--- config.mk ---
export PLATFORM = sky130hd
export DESIGN_NAME = gamepad_poll_event_conditioner_unit
export DESIGN_NICKNAME = d
export VERILOG_FILES = /design/src/rtl/gpec_pkg.sv /design/src/rtl/gpec_button_lane.sv /design/src/rtl/gpec_axis_lane.sv /design/src/rtl/gpec_merge.sv /design/src/rtl/gamepad_poll_event_conditioner_unit.sv
export VERILOG_INCLUDE_DIRS = /design/src /design/src/rtl
export SDC_FILE = /design/constraint.sdc
export NUM_CORES = 2
export LEC_CHECK = 0
export BUFFER_PORTS_ARGS = -buffer_cell sky130_fd_sc_hd__buf_2
export CORE_AREA = 2 2 345 347
export DETAILED_ROUTE_END_ITERATION = 10
export DIE_AREA = 0 0 347 349
export GPL_TIMING_DRIVEN = 0
export PLACE_DENSITY = 0.72
export SLEW_MARGIN = 20
export SYNTH_ARGS = -nofsm -noshare
export SYNTH_HDL_FRONTEND = slang
export SYNTH_SLANG_ARGS = --single-unit
--- constraint.sdc ---
create_clock -name clk -period 12.9 [get_ports clk]
set_clock_uncertainty 0.05 [all_clocks]
set_input_delay 2.58 -clock clk [delete_from_list [all_inputs] [get_ports clk]]
set_output_delay 2.58 -clock clk [all_outputs]
set_load 0.02 [all_outputs]
--- src/rtl/assert_macros.svh ---
// Assertion macros shared by the conditioner RTL.
// Depends on nothing; the asserting module provides clk and rst_n.
`ifndef ASSERT_MACROS_SVH
`define ASSERT_MACROS_SVH
`ifndef SYNTH
`define GPEC_ASSERT(lbl, prop, msg) \
  lbl: assert property (@(posedge clk) disable iff (!rst_n) prop) else $error(msg);
`define GPEC_NEVER(lbl, expr, msg) \
  lbl: assert property (@(posedge clk) disable iff (!rst_n) !(expr)) else $error(msg);
`else
`define GPEC_ASSERT(lbl, prop, msg)
`define GPEC_NEVER(lbl, expr, msg)
`endif
`endif

--- src/rtl/gpec_pkg.sv ---
// Shared types and constants for the gamepad poll event conditioner.
// Used by every module of the block; depends on nothing.
package gpec_pkg;

  localparam int NUM_BUTTONS_DEF     = 14;
  localparam int NUM_AXES_DEF        = 6;
  localparam int FIRST_REPEAT_DEF    = 10;

  localparam int BTN_IN_W    = 14;
  localparam int AXIS_IN_NUM = 6;
  localparam int AXIS_W      = 16;
  localparam int TIME_W      = 32;
  localparam int KEY_W       = 5;
  localparam int DLY_W       = 16;
  localparam int THR_W       = 15;
  localparam int CNT_W       = 32;
  localparam int NORTH_BUTTON = 3;

  localparam int IN_BTN_LSB   = 0;
  localparam int IN_TOUCH_BIT = 14;
  localparam int IN_FOCUS_BIT = 15;
  localparam int IN_CONN_BIT  = 16;
  localparam int IN_NOW_LSB   = 17;
  localparam int IN_AXIS_LSB  = 49;
  localparam int IN_USED_W    = IN_AXIS_LSB + AXIS_IN_NUM * AXIS_W;
  localparam int IN_TDATA_W   = ((IN_USED_W + 7) / 8) * 8;

  localparam int OUT_KEY_LSB  = 0;
  localparam int OUT_VAL_LSB  = 5;
  localparam int OUT_CNT_LSB  = 21;
  localparam int OUT_USED_W   = OUT_CNT_LSB + CNT_W;
  localparam int OUT_TDATA_W  = ((OUT_USED_W + 7) / 8) * 8;
  localparam int OUT_TUSER_W  = 8;

  localparam int CFG_IDX_W  = 3;
  localparam int CFG_DATA_W = 16;

  localparam logic [DLY_W-1:0] RESET_REPEAT_DELAY  = 16'd400;
  localparam logic [DLY_W-1:0] RESET_REPEAT_PERIOD = 16'd120;
  localparam logic [THR_W-1:0] RESET_DEAD_ZONE     = 15'd327;
  localparam logic [THR_W-1:0] RESET_CHANGE_TOL    = 15'd3;
  localparam logic [THR_W-1:0] RESET_ACTIVITY_THR  = 15'd5898;

  typedef enum logic [1:0] {
    KIND_PRESS,
    KIND_RELEASE,
    KIND_REPEAT,
    KIND_ANALOG
  } evt_kind_t;

  typedef enum logic [CFG_IDX_W-1:0] {
    REG_REPEAT_DELAY,
    REG_REPEAT_PERIOD,
    REG_DEAD_ZONE,
    REG_CHANGE_TOL,
    REG_ACTIVITY_THR
  } reg_idx_t;

  typedef enum logic [1:0] {
    ST_IDLE,
    ST_COND,
    ST_DECIDE,
    ST_DRAIN
  } ctl_state_t;

  typedef struct packed {
    logic cond;
    logic commit;
    logic active;
  } lane_ctl_t;

  typedef struct packed {
    logic              valid;
    evt_kind_t         kind;
    logic              count;
    logic [AXIS_W-1:0] value;
  } lane_evt_t;

endpackage

--- src/rtl/gpec_button_lane.sv ---
// One button lane: held level, edge detection and optional auto-repeat timer.
// Depends on gpec_pkg.
module gpec_button_lane #(
  parameter bit IS_REPEAT = 1'b0
) (
  input  logic                          clk,
  input  logic                          rst_n,
  input  gpec_pkg::lane_ctl_t           ctl,
  input  logic                          pressed,
  input  logic [gpec_pkg::TIME_W-1:0]   now,
  input  logic [gpec_pkg::DLY_W-1:0]    repeat_delay,
  input  logic [gpec_pkg::DLY_W-1:0]    repeat_period,
  output gpec_pkg::lane_evt_t           evt
);

  logic                        held_r, held_nxt;
  logic [gpec_pkg::TIME_W-1:0] deadline_r, deadline_nxt;
  logic [gpec_pkg::TIME_W-1:0] since;
  logic                        due;

  assign since = now - deadline_r;
  assign due   = IS_REPEAT && !since[gpec_pkg::TIME_W-1];

  always_comb begin
    evt          = '0;
    held_nxt     = held_r;
    deadline_nxt = deadline_r;
    if (!ctl.active) begin
      if (held_r) begin
        evt.valid = 1'b1;
        evt.kind  = gpec_pkg::KIND_RELEASE;
        held_nxt  = 1'b0;
      end
    end else if (pressed != held_r) begin
      evt.valid = 1'b1;
      evt.count = 1'b1;
      evt.kind  = pressed ? gpec_pkg::KIND_PRESS : gpec_pkg::KIND_RELEASE;
      held_nxt  = pressed;
      if (pressed && IS_REPEAT) begin
        deadline_nxt = now + gpec_pkg::TIME_W'(repeat_delay);
      end
    end else if (pressed && due) begin
      evt.valid    = 1'b1;
      evt.kind     = gpec_pkg::KIND_REPEAT;
      deadline_nxt = now + gpec_pkg::TIME_W'(repeat_period);
    end
  end

  always_ff @(posedge clk) begin
    if (!rst_n) begin
      held_r     <= 1'b0;
      deadline_r <= '0;
    end else if (ctl.commit) begin
      held_r     <= held_nxt;
      deadline_r <= deadline_nxt;
    end
  end

endmodule

--- src/rtl/gpec_axis_lane.sv ---
// One axis lane: inversion, deadzone, change test and last-value memory.
// Depends on gpec_pkg.
module gpec_axis_lane #(
  parameter bit IS_INVERTED = 1'b0
) (
  input  logic                         clk,
  input  logic                         rst_n,
  input  gpec_pkg::lane_ctl_t          ctl,
  input  logic [gpec_pkg::AXIS_W-1:0]  raw,
  input  logic [gpec_pkg::THR_W-1:0]   dead_zone,
  input  logic [gpec_pkg::THR_W-1:0]   change_tolerance,
  input  logic [gpec_pkg::THR_W-1:0]   activity_threshold,
  output gpec_pkg::lane_evt_t          evt
);

  localparam int W  = gpec_pkg::AXIS_W;
  localparam int MW = W + 1;
  localparam logic [W-1:0] MIN_VAL = {1'b1, {(W-1){1'b0}}};
  localparam logic [W-1:0] MAX_VAL = {1'b0, {(W-1){1'b1}}};

  logic [W-1:0]  inv_v, cond_v, v_r, last_r, last_nxt;
  logic [MW-1:0] cond_ext, cond_mag, vmag_r, diff, dmag;
  logic          moved;

  always_comb begin
    if (IS_INVERTED) begin
      inv_v = (raw == MIN_VAL) ? MAX_VAL : (W'(0) - raw);
    end else begin
      inv_v = raw;
    end
    cond_ext = {inv_v[W-1], inv_v};
    cond_mag = inv_v[W-1] ? (MW'(0) - cond_ext) : cond_ext;
    cond_v   = (cond_mag <= MW'(dead_zone)) ? '0 : inv_v;
  end

  always_ff @(posedge clk) begin
    if (ctl.cond) begin
      v_r    <= cond_v;
      vmag_r <= (cond_mag <= MW'(dead_zone)) ? '0 : cond_mag;
    end
  end

  assign diff  = {v_r[W-1], v_r} - {last_r[W-1], last_r};
  assign dmag  = diff[MW-1] ? (MW'(0) - diff) : diff;
  assign moved = (dmag > MW'(change_tolerance)) || (v_r != '0);

  always_comb begin
    evt      = '0;
    evt.kind = gpec_pkg::KIND_ANALOG;
    last_nxt = last_r;
    if (!ctl.active) begin
      evt.valid = (last_r != '0);
      last_nxt  = '0;
    end else if (moved) begin
      evt.valid = 1'b1;
      evt.count = (vmag_r > MW'(activity_threshold));
      evt.value = v_r;
      last_nxt  = v_r;
    end
  end

  always_ff @(posedge clk) begin
    if (!rst_n) begin
      last_r <= '0;
    end else if (ctl.commit) begin
      last_r <= last_nxt;
    end
  end

endmodule

--- src/rtl/gpec_merge.sv ---
// Merging stage: walks the lane results in binding order and issues events.
// Holds the output register and the activity counter. Depends on gpec_pkg and assert_macros.svh.
`include "assert_macros.svh"
module gpec_merge #(
  parameter int NUM_SLOTS = 20
) (
  input  logic                         clk,
  input  logic                         rst_n,
  input  logic                         load,
  input  gpec_pkg::lane_evt_t          slot_in [NUM_SLOTS],
  input  logic                         out_tready,
  output logic                         busy,
  output logic                         out_valid,
  output gpec_pkg::evt_kind_t          out_kind,
  output logic [gpec_pkg::KEY_W-1:0]   out_key,
  output logic [gpec_pkg::AXIS_W-1:0]  out_value,
  output logic [gpec_pkg::CNT_W-1:0]   out_count,
  output logic                         out_last
);

  localparam int IDX_W = (NUM_SLOTS > 1) ? $clog2(NUM_SLOTS) : 1;

  gpec_pkg::lane_evt_t         slot_r [NUM_SLOTS];
  logic [NUM_SLOTS-1:0]        pend;
  logic                        later_pend;
  logic                        out_free;
  logic                        advance;
  logic                        emit;
  logic [IDX_W-1:0]            idx_r;
  logic [gpec_pkg::CNT_W-1:0]  cnt_r, cnt_nxt;
  logic                        out_valid_r;
  gpec_pkg::evt_kind_t         out_kind_r;
  logic [gpec_pkg::KEY_W-1:0]  out_key_r;
  logic [gpec_pkg::AXIS_W-1:0] out_value_r;
  logic [gpec_pkg::CNT_W-1:0]  out_count_r;
  logic                        out_last_r;

  for (genvar k = 0; k < NUM_SLOTS; k++) begin : g_slot
    gpec_pkg::lane_evt_t next_slot;
    assign pend[k] = slot_r[k].valid;
    if (k == NUM_SLOTS - 1) begin : g_tail
      assign next_slot = '0;
    end else begin : g_body
      assign next_slot = slot_r[k+1];
    end
    always_ff @(posedge clk) begin
      if (!rst_n) begin
        slot_r[k] <= '0;
      end else if (load) begin
        slot_r[k] <= slot_in[k];
      end else if (advance) begin
        slot_r[k] <= next_slot;
      end
    end
  end

  assign busy       = |pend;
  assign later_pend = |(pend >> 1);
  assign out_free   = !out_valid_r || out_tready;
  assign advance    = busy && (!slot_r[0].valid || out_free);
  assign emit       = advance && slot_r[0].valid;
  assign cnt_nxt    = cnt_r + gpec_pkg::CNT_W'(slot_r[0].count);

  always_ff @(posedge clk) begin
    if (load) begin
      idx_r <= '0;
    end else if (advance) begin
      idx_r <= idx_r + 1'b1;
    end
  end

  always_ff @(posedge clk) begin
    if (!rst_n) begin
      cnt_r       <= '0;
      out_valid_r <= 1'b0;
    end else begin
      if (emit) begin
        cnt_r       <= cnt_nxt;
        out_valid_r <= 1'b1;
      end else if (out_tready) begin
        out_valid_r <= 1'b0;
      end
    end
  end

  always_ff @(posedge clk) begin
    if (emit) begin
      out_kind_r  <= slot_r[0].kind;
      out_key_r   <= gpec_pkg::KEY_W'(idx_r);
      out_value_r <= slot_r[0].value;
      out_count_r <= cnt_nxt;
      out_last_r  <= !later_pend;
    end
  end

  assign out_valid = out_valid_r;
  assign out_kind  = out_kind_r;
  assign out_key   = out_key_r;
  assign out_value = out_value_r;
  assign out_count = out_count_r;
  assign out_last  = out_last_r;

  `GPEC_NEVER(a_load_while_busy, load && busy, "new poll loaded while events still pending")
  `GPEC_ASSERT(a_last_ends_run, emit && !later_pend |=> !busy, "pending events after last")
  `GPEC_ASSERT(a_cnt_only_on_emit, !(emit && slot_r[0].count) |=> $stable(cnt_r), "stray count")
  `GPEC_ASSERT(a_emit_shows, emit |=> out_valid_r, "issued event not presented")

endmodule

--- src/rtl/gamepad_poll_event_conditioner_unit.sv ---
// Gamepad poll event conditioner, top level. Instantiates the button lanes,
// the axis lanes and the merging stage; depends on gpec_pkg.
//
// Each accepted poll is conditioned by one lane per button and one per axis
// working side by side, and the merging stage then issues the resulting
// events in binding order, buttons first, one event per clock cycle at most.
// After the accepting cycle a poll passes through the conditioning and
// decide states, the merging stage walks the slots up to its last event,
// and the control then returns to idle. The input is therefore held off
// from each accepted poll until that return to idle, for longer the more
// slots the walk covers and while the result side stalls. The next poll
// is taken only after the last event of the previous one has entered the
// output register and the control has returned to idle.
// A poll that causes no event produces nothing on the result channel.
// Configuration writes are always accepted and should be made while idle.
module gamepad_poll_event_conditioner_unit #(
  parameter int NUM_BUTTONS         = gpec_pkg::NUM_BUTTONS_DEF,
  parameter int NUM_AXES            = gpec_pkg::NUM_AXES_DEF,
  parameter int FIRST_REPEAT_BUTTON = gpec_pkg::FIRST_REPEAT_DEF
) (
  input  logic                                clk,
  input  logic                                rst_n,
  // button_bits[13:0], touchpad, focused, connected, now_ms[31:0],
  // axis_left_x, axis_left_y, axis_right_x, axis_right_y,
  // trigger_left, trigger_right (16 bits each), zero fill.
  input  logic [gpec_pkg::IN_TDATA_W-1:0]     in_tdata,
  input  logic                                in_tvalid,
  output logic                                in_tready,
  // key_index[4:0], analog_value[15:0], event_count[31:0], zero fill.
  output logic [gpec_pkg::OUT_TDATA_W-1:0]    out_tdata,
  // event_kind[1:0], zero fill.
  output logic [gpec_pkg::OUT_TUSER_W-1:0]    out_tuser,
  output logic                                out_tlast,
  output logic                                out_tvalid,
  input  logic                                out_tready,
  input  logic                                cfg_valid,
  output logic                                cfg_ready,
  input  logic [gpec_pkg::CFG_IDX_W-1:0]      cfg_index,
  input  logic [gpec_pkg::CFG_DATA_W-1:0]     cfg_data
);

  localparam int NUM_SLOTS = NUM_BUTTONS + NUM_AXES;

  logic [gpec_pkg::DLY_W-1:0]     repeat_delay_r, repeat_period_r;
  logic [gpec_pkg::THR_W-1:0]     dead_zone_r, change_tol_r, activity_thr_r;
  logic [gpec_pkg::IN_USED_W-1:0] in_data_r;
  gpec_pkg::ctl_state_t           state_r, state_nxt;
  gpec_pkg::lane_ctl_t            lane_ctl;
  gpec_pkg::lane_evt_t            slot_evt [NUM_SLOTS];
  logic [gpec_pkg::TIME_W-1:0]    now;
  logic                           merge_busy;
  logic                           m_valid;
  gpec_pkg::evt_kind_t            m_kind;
  logic [gpec_pkg::KEY_W-1:0]     m_key;
  logic [gpec_pkg::AXIS_W-1:0]    m_value;
  logic [gpec_pkg::CNT_W-1:0]     m_count;
  logic                           m_last;

  assign cfg_ready = 1'b1;

  always_ff @(posedge clk) begin
    if (!rst_n) begin
      repeat_delay_r  <= gpec_pkg::RESET_REPEAT_DELAY;
      repeat_period_r <= gpec_pkg::RESET_REPEAT_PERIOD;
      dead_zone_r     <= gpec_pkg::RESET_DEAD_ZONE;
      change_tol_r    <= gpec_pkg::RESET_CHANGE_TOL;
      activity_thr_r  <= gpec_pkg::RESET_ACTIVITY_THR;
    end else if (cfg_valid && cfg_ready) begin
      unique case (gpec_pkg::reg_idx_t'(cfg_index))
        gpec_pkg::REG_REPEAT_DELAY:  repeat_delay_r  <= cfg_data;
        gpec_pkg::REG_REPEAT_PERIOD: repeat_period_r <= cfg_data;
        gpec_pkg::REG_DEAD_ZONE:     dead_zone_r     <= cfg_data[gpec_pkg::THR_W-1:0];
        gpec_pkg::REG_CHANGE_TOL:    change_tol_r    <= cfg_data[gpec_pkg::THR_W-1:0];
        gpec_pkg::REG_ACTIVITY_THR:  activity_thr_r  <= cfg_data[gpec_pkg::THR_W-1:0];
        default: begin
        end
      endcase
    end
  end

  always_ff @(posedge clk) begin
    if (in_tvalid && in_tready) begin
      in_data_r <= in_tdata[gpec_pkg::IN_USED_W-1:0];
    end
  end

  always_ff @(posedge clk) begin
    if (!rst_n) begin
      state_r <= gpec_pkg::ST_IDLE;
    end else begin
      state_r <= state_nxt;
    end
  end

  always_comb begin
    state_nxt       = state_r;
    in_tready       = 1'b0;
    lane_ctl.cond   = 1'b0;
    lane_ctl.commit = 1'b0;
    lane_ctl.active = in_data_r[gpec_pkg::IN_FOCUS_BIT] && in_data_r[gpec_pkg::IN_CONN_BIT];
    unique case (state_r)
      gpec_pkg::ST_IDLE: begin
        in_tready = 1'b1;
        if (in_tvalid) begin
          state_nxt = gpec_pkg::ST_COND;
        end
      end
      gpec_pkg::ST_COND: begin
        lane_ctl.cond = 1'b1;
        state_nxt     = gpec_pkg::ST_DECIDE;
      end
      gpec_pkg::ST_DECIDE: begin
        lane_ctl.commit = 1'b1;
        state_nxt       = gpec_pkg::ST_DRAIN;
      end
      gpec_pkg::ST_DRAIN: begin
        if (!merge_busy) begin
          state_nxt = gpec_pkg::ST_IDLE;
        end
      end
      default: state_nxt = gpec_pkg::ST_IDLE;
    endcase
  end

  assign now = in_data_r[gpec_pkg::IN_NOW_LSB +: gpec_pkg::TIME_W];

  for (genvar i = 0; i < NUM_BUTTONS; i++) begin : g_btn
    logic pressed;
    if (i == gpec_pkg::NORTH_BUTTON) begin : g_north
      assign pressed = in_data_r[gpec_pkg::IN_BTN_LSB + i] |
                       in_data_r[gpec_pkg::IN_TOUCH_BIT];
    end else if (i < gpec_pkg::BTN_IN_W) begin : g_plain
      assign pressed = in_data_r[gpec_pkg::IN_BTN_LSB + i];
    end else begin : g_absent
      assign pressed = 1'b0;
    end
    gpec_button_lane #(
      .IS_REPEAT(i >= FIRST_REPEAT_BUTTON)
    ) u_lane (
      .clk          (clk),
      .rst_n        (rst_n),
      .ctl          (lane_ctl),
      .pressed      (pressed),
      .now          (now),
      .repeat_delay (repeat_delay_r),
      .repeat_period(repeat_period_r),
      .evt          (slot_evt[i])
    );
  end

  for (genvar j = 0; j < NUM_AXES; j++) begin : g_axis
    logic [gpec_pkg::AXIS_W-1:0] raw;
    if (j < gpec_pkg::AXIS_IN_NUM) begin : g_present
      assign raw = in_data_r[gpec_pkg::IN_AXIS_LSB + j * gpec_pkg::AXIS_W +: gpec_pkg::AXIS_W];
    end else begin : g_absent
      assign raw = '0;
    end
    gpec_axis_lane #(
      .IS_INVERTED((j == 1) || (j == 3))
    ) u_lane (
      .clk               (clk),
      .rst_n             (rst_n),
      .ctl               (lane_ctl),
      .raw               (raw),
      .dead_zone         (dead_zone_r),
      .change_tolerance  (change_tol_r),
      .activity_threshold(activity_thr_r),
      .evt               (slot_evt[NUM_BUTTONS + j])
    );
  end

  gpec_merge #(
    .NUM_SLOTS(NUM_SLOTS)
  ) u_merge (
    .clk       (clk),
    .rst_n     (rst_n),
    .load      (lane_ctl.commit),
    .slot_in   (slot_evt),
    .out_tready(out_tready),
    .busy      (merge_busy),
    .out_valid (m_valid),
    .out_kind  (m_kind),
    .out_key   (m_key),
    .out_value (m_value),
    .out_count (m_count),
    .out_last  (m_last)
  );

  assign out_tvalid = m_valid;
  assign out_tlast  = m_last;
  assign out_tuser  = gpec_pkg::OUT_TUSER_W'(m_kind);
  assign out_tdata  = {{(gpec_pkg::OUT_TDATA_W - gpec_pkg::OUT_USED_W){1'b0}},
                       m_count, m_value, m_key};

endmodule
* Word level (Yosys, flattened, before mapping)
Memory sizes are Yosys's and may differ from the RTL's.
Cells that the tools add are included.
Widths: inputs -> output; s select.
** Storage, ports and cells
- Flip-flop bits (word level) :: 754
- Bits in latches :: 0
- Bits in writable memories :: 400
- ROM bits :: 0
- Input bits :: 176
- Logic and storage cells :: 496
- Memories kept :: 1
** Memories
- u_merge.slot_r :: depth 20, bits a word 20, read ports 20, clocked after memory_dff 0, write ports 20, line gpec_merge.sv:23 : gpec_pkg::lane_evt_t slot_r [NUM_SLOTS];
** Operators by class
- Add/subtract/negate cells :: 28
- Multiply operators :: 0
- Div/mod/pow operators :: 0
- Magnitude comparators :: 18
- Equal/unequal tests :: 49
- Shift operators :: 0
- Multiplexer cells :: 234
- Bitwise operators :: 41
- Reductions and logical operators :: 74
** Operators by type and width (count)
- $mux 20 :: 40
- $mux 17 :: 24
- $mux 32 :: 12
- $mux 16 :: 14
- $gt 17x15->1 :: 12
- $reduce_bool 16->1 :: 12
- $mux 3 :: 46
- $sub 32x32->32 :: 4
- $le 17x15->1 :: 6
- $sub 1x16->17 const A :: 6
- $sub 1x17->17 const A :: 6
- $sub 16x16->17 :: 6
- $mux 1 :: 95
- $add 32x16->32 :: 2
- $reduce_and 2->1 :: 26
- $ne 2x2->1 const B :: 21
- $or 1x1->1 :: 41
- $add 32x1->32 :: 1
- $eq 16x16->1 const B :: 2
- $sub 1x16->16 const A :: 2
- $reduce_or 20->1 :: 1
- $reduce_or 19->1 :: 1
- $reduce_and 4->1 :: 4
- $ne 1x1->1 :: 14
- 15 further kinds :: 46

* Depth between registers and ports, before layout
- Depth in word-level cells :: 9
- Depth in mapped cells :: 25
- Gate-level depth less buffers :: 24

* By module
A second synthesis with hierarchy kept.
** Second synthesis, totals
- Cell total of the unflattened synthesis :: 7198
- Area, all modules :: 73460.5 sq um
** By module, submodules not included
- gpec_merge :: instances 1, cells each 1281, area an instance 20823.7 sq um, seq. area each 14453.9 sq um
- gpec_axis_lane (g_axis[2].u_lane ...) :: instances 3, cells each 545, area an instance 4689.5 sq um, seq. area each 1281.2 sq um
- gpec_button_lane (g_btn[10].u_lane ...) :: instances 4, cells each 423, area an instance 3433.3 sq um, seq. area each 660.6 sq um
- gamepad_poll_event_conditioner_unit :: instances 1, cells each 452, area an instance 7267.0 sq um, seq. area each 5935.7 sq um
- gpec_axis_lane (g_axis[1].u_lane) :: instances 1, cells each 633, area an instance 5272.6 sq um, seq. area each 1281.2 sq um
- gpec_axis_lane (g_axis[3].u_lane) :: instances 1, cells each 640, area an instance 5182.5 sq um, seq. area each 1281.2 sq um
- gpec_axis_lane (g_axis[0].u_lane) :: instances 1, cells each 565, area an instance 4873.4 sq um, seq. area each 1281.2 sq um
- gpec_button_lane (g_btn[0].u_lane ...) :: instances 10, cells each 30, area an instance 224.0 sq um, seq. area each 20.0 sq um

* Worst setup path after synthesis
No wires, ideal clock.
- Kind :: input-to-reg
- From :: in out_tready
- To :: mem u_merge.slot_r[0][0] (netlist bit) (enable)
- Data arrival time :: 12223 ps
- Required time :: 12044 ps
- Slack :: -178 ps
- Stages :: 4
- Path buffers :: 1
- Cell sequence :: nor2b_1 -> a21oi_1 -> clkbuf_1 -> nand2b_1
** RTL lines
- from (decl) :: line gamepad_poll_event_conditioner_unit.sv:35 : input logic out_tready,
- to (decl) :: line gpec_merge.sv:23

==> metrics.yaml <==
grt_pass1_wl_mm: 279.5
post_cts_buffers: 0
slew_headroom: 0.1850
critPathTopFamily: "simple AND/OR/NAND/NOR gates"
power_per_cell_area_nw_per_um2: 198.9
max_stage_delay_ps: 560
switchingPower_mw: 5.458
met2_usage: 0.4725
rows: 126
async_flop_share: 0
clkTransAtPathRegs_ps: 70
grt_overflow: 0
synthCells: 6298
grt.total_usage: 0.3012
place.gp.congestion: 0.9810
p_sw_frac: 0.3830
seq_area_um2: 30740
wl_per_cell_um: 22.35
hold-worst-slack_ps: 368.0
grt_setup_unrepaired: "false"
grt_max_degree: 62
max_cap_violations: 0
seqPwrFrac: 0.374
grt_pass1_vias: 47710
nets: 7409
period_share: 0.5604
die_width_um: 347
drt_iter0_drc: 5140
fin_crit_ps: 7229
cts_root_buffer: "clkbuf_16"
crit_chain: "inv_1 > ha_1 > fa_1 > nand2b_1 > a21oi_1 > o31ai_1 > a21boi_0 > a211oi_1 > nor2b_1 > nor3b_1 > nor3b_1 > nor2_1 > xnor2_1 > ha_1 > and4_1 > and3b_1 > a2111oi_0 > nand2_1 > o21ai_0 > nand4_1 > nand2b_1 > nor3_1 > o21ai_0 > a32o_1"
remaining_drc_errors: 0
routed_via_density: 6.078
ys.flop_type: "edfxtp_1"
port-buffer-count: 226
die_area_um2: 121100
ioPinCount: 244
syn_area_per_cell_um2: 10.21
use_met1: 0.4122
gr-usage-met3: 0.05849
via_count: 50540
cts.repair.resized: 0
p_leak_nw: 28.63
combPwrFrac: 0.389
cp_max_fo: 5
yosysUniqueCellTypes: 107
tns_ps: 0
r2r_setup_slack_ps: 5670
crit_buf_inv: 1
final_hold_viol_count: 0
status: "complete, no violations"
cts_inserted_buffers: 119
clock_latency_ps: 780
drtPass1Iterations: 5
worst_setup_path_end_kind: "flip-flop"
timing.fmax_ghz: 0.1383
clkSinkCount: 1142
finalSetupViolCount: 0
start_util: 0.5476
slew_viol_final: 0
antenna_found_initial: 17
arrival_ps: 7710
synth_edf_count: 787
layout-drive-gt1-share: 0.07910
crit_type: "reg2reg"
top_usage_layer: "met2"
critPathSlowestCell: "nor3b_1"
syn2layout_area_growth_pct: 11.39
required_ps: 13380
ys_seq_area_frac: 0.4779
cts_max_level: 3
core-area_um2: 117500
p_clk_frac: 0.237
cts_tree: "done"
worst_slew_pin_slew_ps: 1223
fillers: 9647
wl_mm: 185.8
dieHeight_um: 349
multi_input_area_um2: 31040
antenna_left: 0
synth_area_um2: 64320
hpwl_mm: 142.0
cts_hold_buffers: 0
p_int_mw: 8.793
synth_warnings: 0
clock_path_buffers: 3
hp-class: "reg2reg"
peakVddDrop_v: 0.0001325
ys_ff_latch: 1142
worstSetupStartpointType: "flip-flop"
-- per-layer routing --
metal  routed length, µm  share of wire  vias up
li1                    -              -    23910
met1               78910           0.42    24110
met2               82580           0.44     2056
met3               16420          0.088      443
met4                7852          0.042       16
met5                  90        0.00048        -
-- Yosys cell counts, types with 22 or more instances --
cell type / instances / area share
xnor2_1: 240 / 0.033
nand2b_1: 61 / 0.0059
o211ai_1: 44 / 0.0051
xor2_1: 135 / 0.018
nand2_1: 508 / 0.030
nor2b_1: 124 / 0.012
mux2i_1: 57 / 0.0089
ha_1: 553 / 0.11
a21oi_1: 363 / 0.028
clkbuf_1: 236 / 0.014
and3_1: 288 / 0.028
inv_1: 402 / 0.023
a31oi_1: 56 / 0.0054
o21a_1: 82 / 0.0096
dfxtp_1: 355 / 0.11
nor4_1: 70 / 0.0068
o21ai_0: 322 / 0.025
nand4_1: 92 / 0.0089
nor3_1: 90 / 0.0070
a22o_1: 81 / 0.011
a211oi_1: 99 / 0.012
or3_1: 35 / 0.0034
edfxtp_1: 787 / 0.37
o31ai_1: 39 / 0.0046
a32o_1: 36 / 0.0056
nand3_1: 105 / 0.0082
and2_1: 49 / 0.0048
a21o_1: 123 / 0.014
nor2_1: 456 / 0.027
or4_1: 22 / 0.0026
-- power groups by stage --
stage / clock, mW / combinational [mW] / sequential [mW]
3_5_place_dp: 0 / 5.43 / 5.38
2_1_floorplan: 0 / 3.92 / 5.30
4_1_cts: 3.42 / 5.46 / 5.31
3_3_place_gp: 0 / 5.18 / 5.56
5_1_grt: 3.55 / 6.17 / 5.38
6_report: 3.38 / 5.54 / 5.33
-- cells by family (layout without fill, tap and decap cells) --
group                      Yosys count  after routing  share of synthesized area
other                                2             19                  0.0001168
DFF                               1142           1142                     0.4779
adders and majority gates          561            561                     0.1101
muxes                               66             66                    0.01062
buffers and inverters              679           1143                    0.04097
and+or+nand+nor                   1979           1979                     0.1542
AOI/OAI and AO/OA                 1493           1493                     0.1548
xor gates and xnor gates           376            376                    0.05132
-- state kept, by name (all words and copies together) (netlist names), 15 cells and up --
register                 flops
u_merge.slot_r             394
in_data_r                  145
g_btn.u_lane.deadline_r    128
g_axis.u_lane.vmag_r       102
g_axis.u_lane.last_r        96
g_axis.u_lane.v_r           90
u_merge.cnt_r               32
u_merge.out_count           32
repeat_delay_r              16
repeat_period_r             16
u_merge.out_value           16
activity_thr_r              15
change_tol_r                15
dead_zone_r                 15
-- area by class of cell --
type                            instances  share of cell area
Antenna cell                            3           0.0001048
Clock buffer                          151             0.04487
Clock inverter                         74            0.008470
Multi-Input combinational cell       4491              0.4333
Inverter                              402             0.02106
Sequential cell                      1142              0.4291
Tap cell                             1536             0.02682
Timing Repair Buffer                  239             0.02057
Buffer                                277             0.01574
-- path summary, 6_finish.rpt --
| check | from | cells after the start | endpoint |
|---|---|---|---|
| worst max-delay path | g_axis[4].u_lane.vmag_r[0] | 24 | u_merge.slot_r[4][59] |
| worst min-delay path | u_merge.slot_r[0][7] | 0 | u_merge.out_value[7] |
| worst max register to register | g_axis[4].u_lane.vmag_r[0] | 24 | u_merge.slot_r[4][59] |
| worst min register to register | u_merge.slot_r[0][7] | 0 | u_merge.out_value[7] |
-- metrics by stage --
step / setup WS (ps) / power [mW] / area, µm² / std cells / utilization
2_1_floorplan: 4226 / 9.217 / 64370 / 6312 / -
3_3_place_gp: 1473 / 10.74 / 67430 / 8074 / 0.5741
3_5_place_dp: 5765 / 10.81 / 67800 / 8087 / 0.5772
4_1_cts: 5680 / 14.19 / 71620 / 8312 / 0.6098
5_1_grt: 4965 / 15.10 / 71640 / 8313 / 0.6100
6_report: 5671 / 14.25 / 71640 / 8315 / 0.6100
-- placed cells by master, fill, tap and decap left out, types with 135 or more instances in the layout --
cell,n
o21ai_0,322
and3_1,288
nand2_1,508
dfxtp_1,355
nor2_1,456
xor2_1,135
buf_2,245
a21oi_1,362
edfxtp_1,787
ha_1,552
clkbuf_1,258
inv_1,402
xnor2_1,240
-- worst register-to-register path: cells and delay by family (launching register included) --
kind	cells	cell delay, ps
DFF	1	440
xor gates and xnor gates	1	210
and+or+nand+nor	11	2610
buffers and inverters	1	170
adders and majority gates	3	910
AOI/OAI and AO/OA	8	2590
No activity file was read; power rests on OpenSTA's default activity.
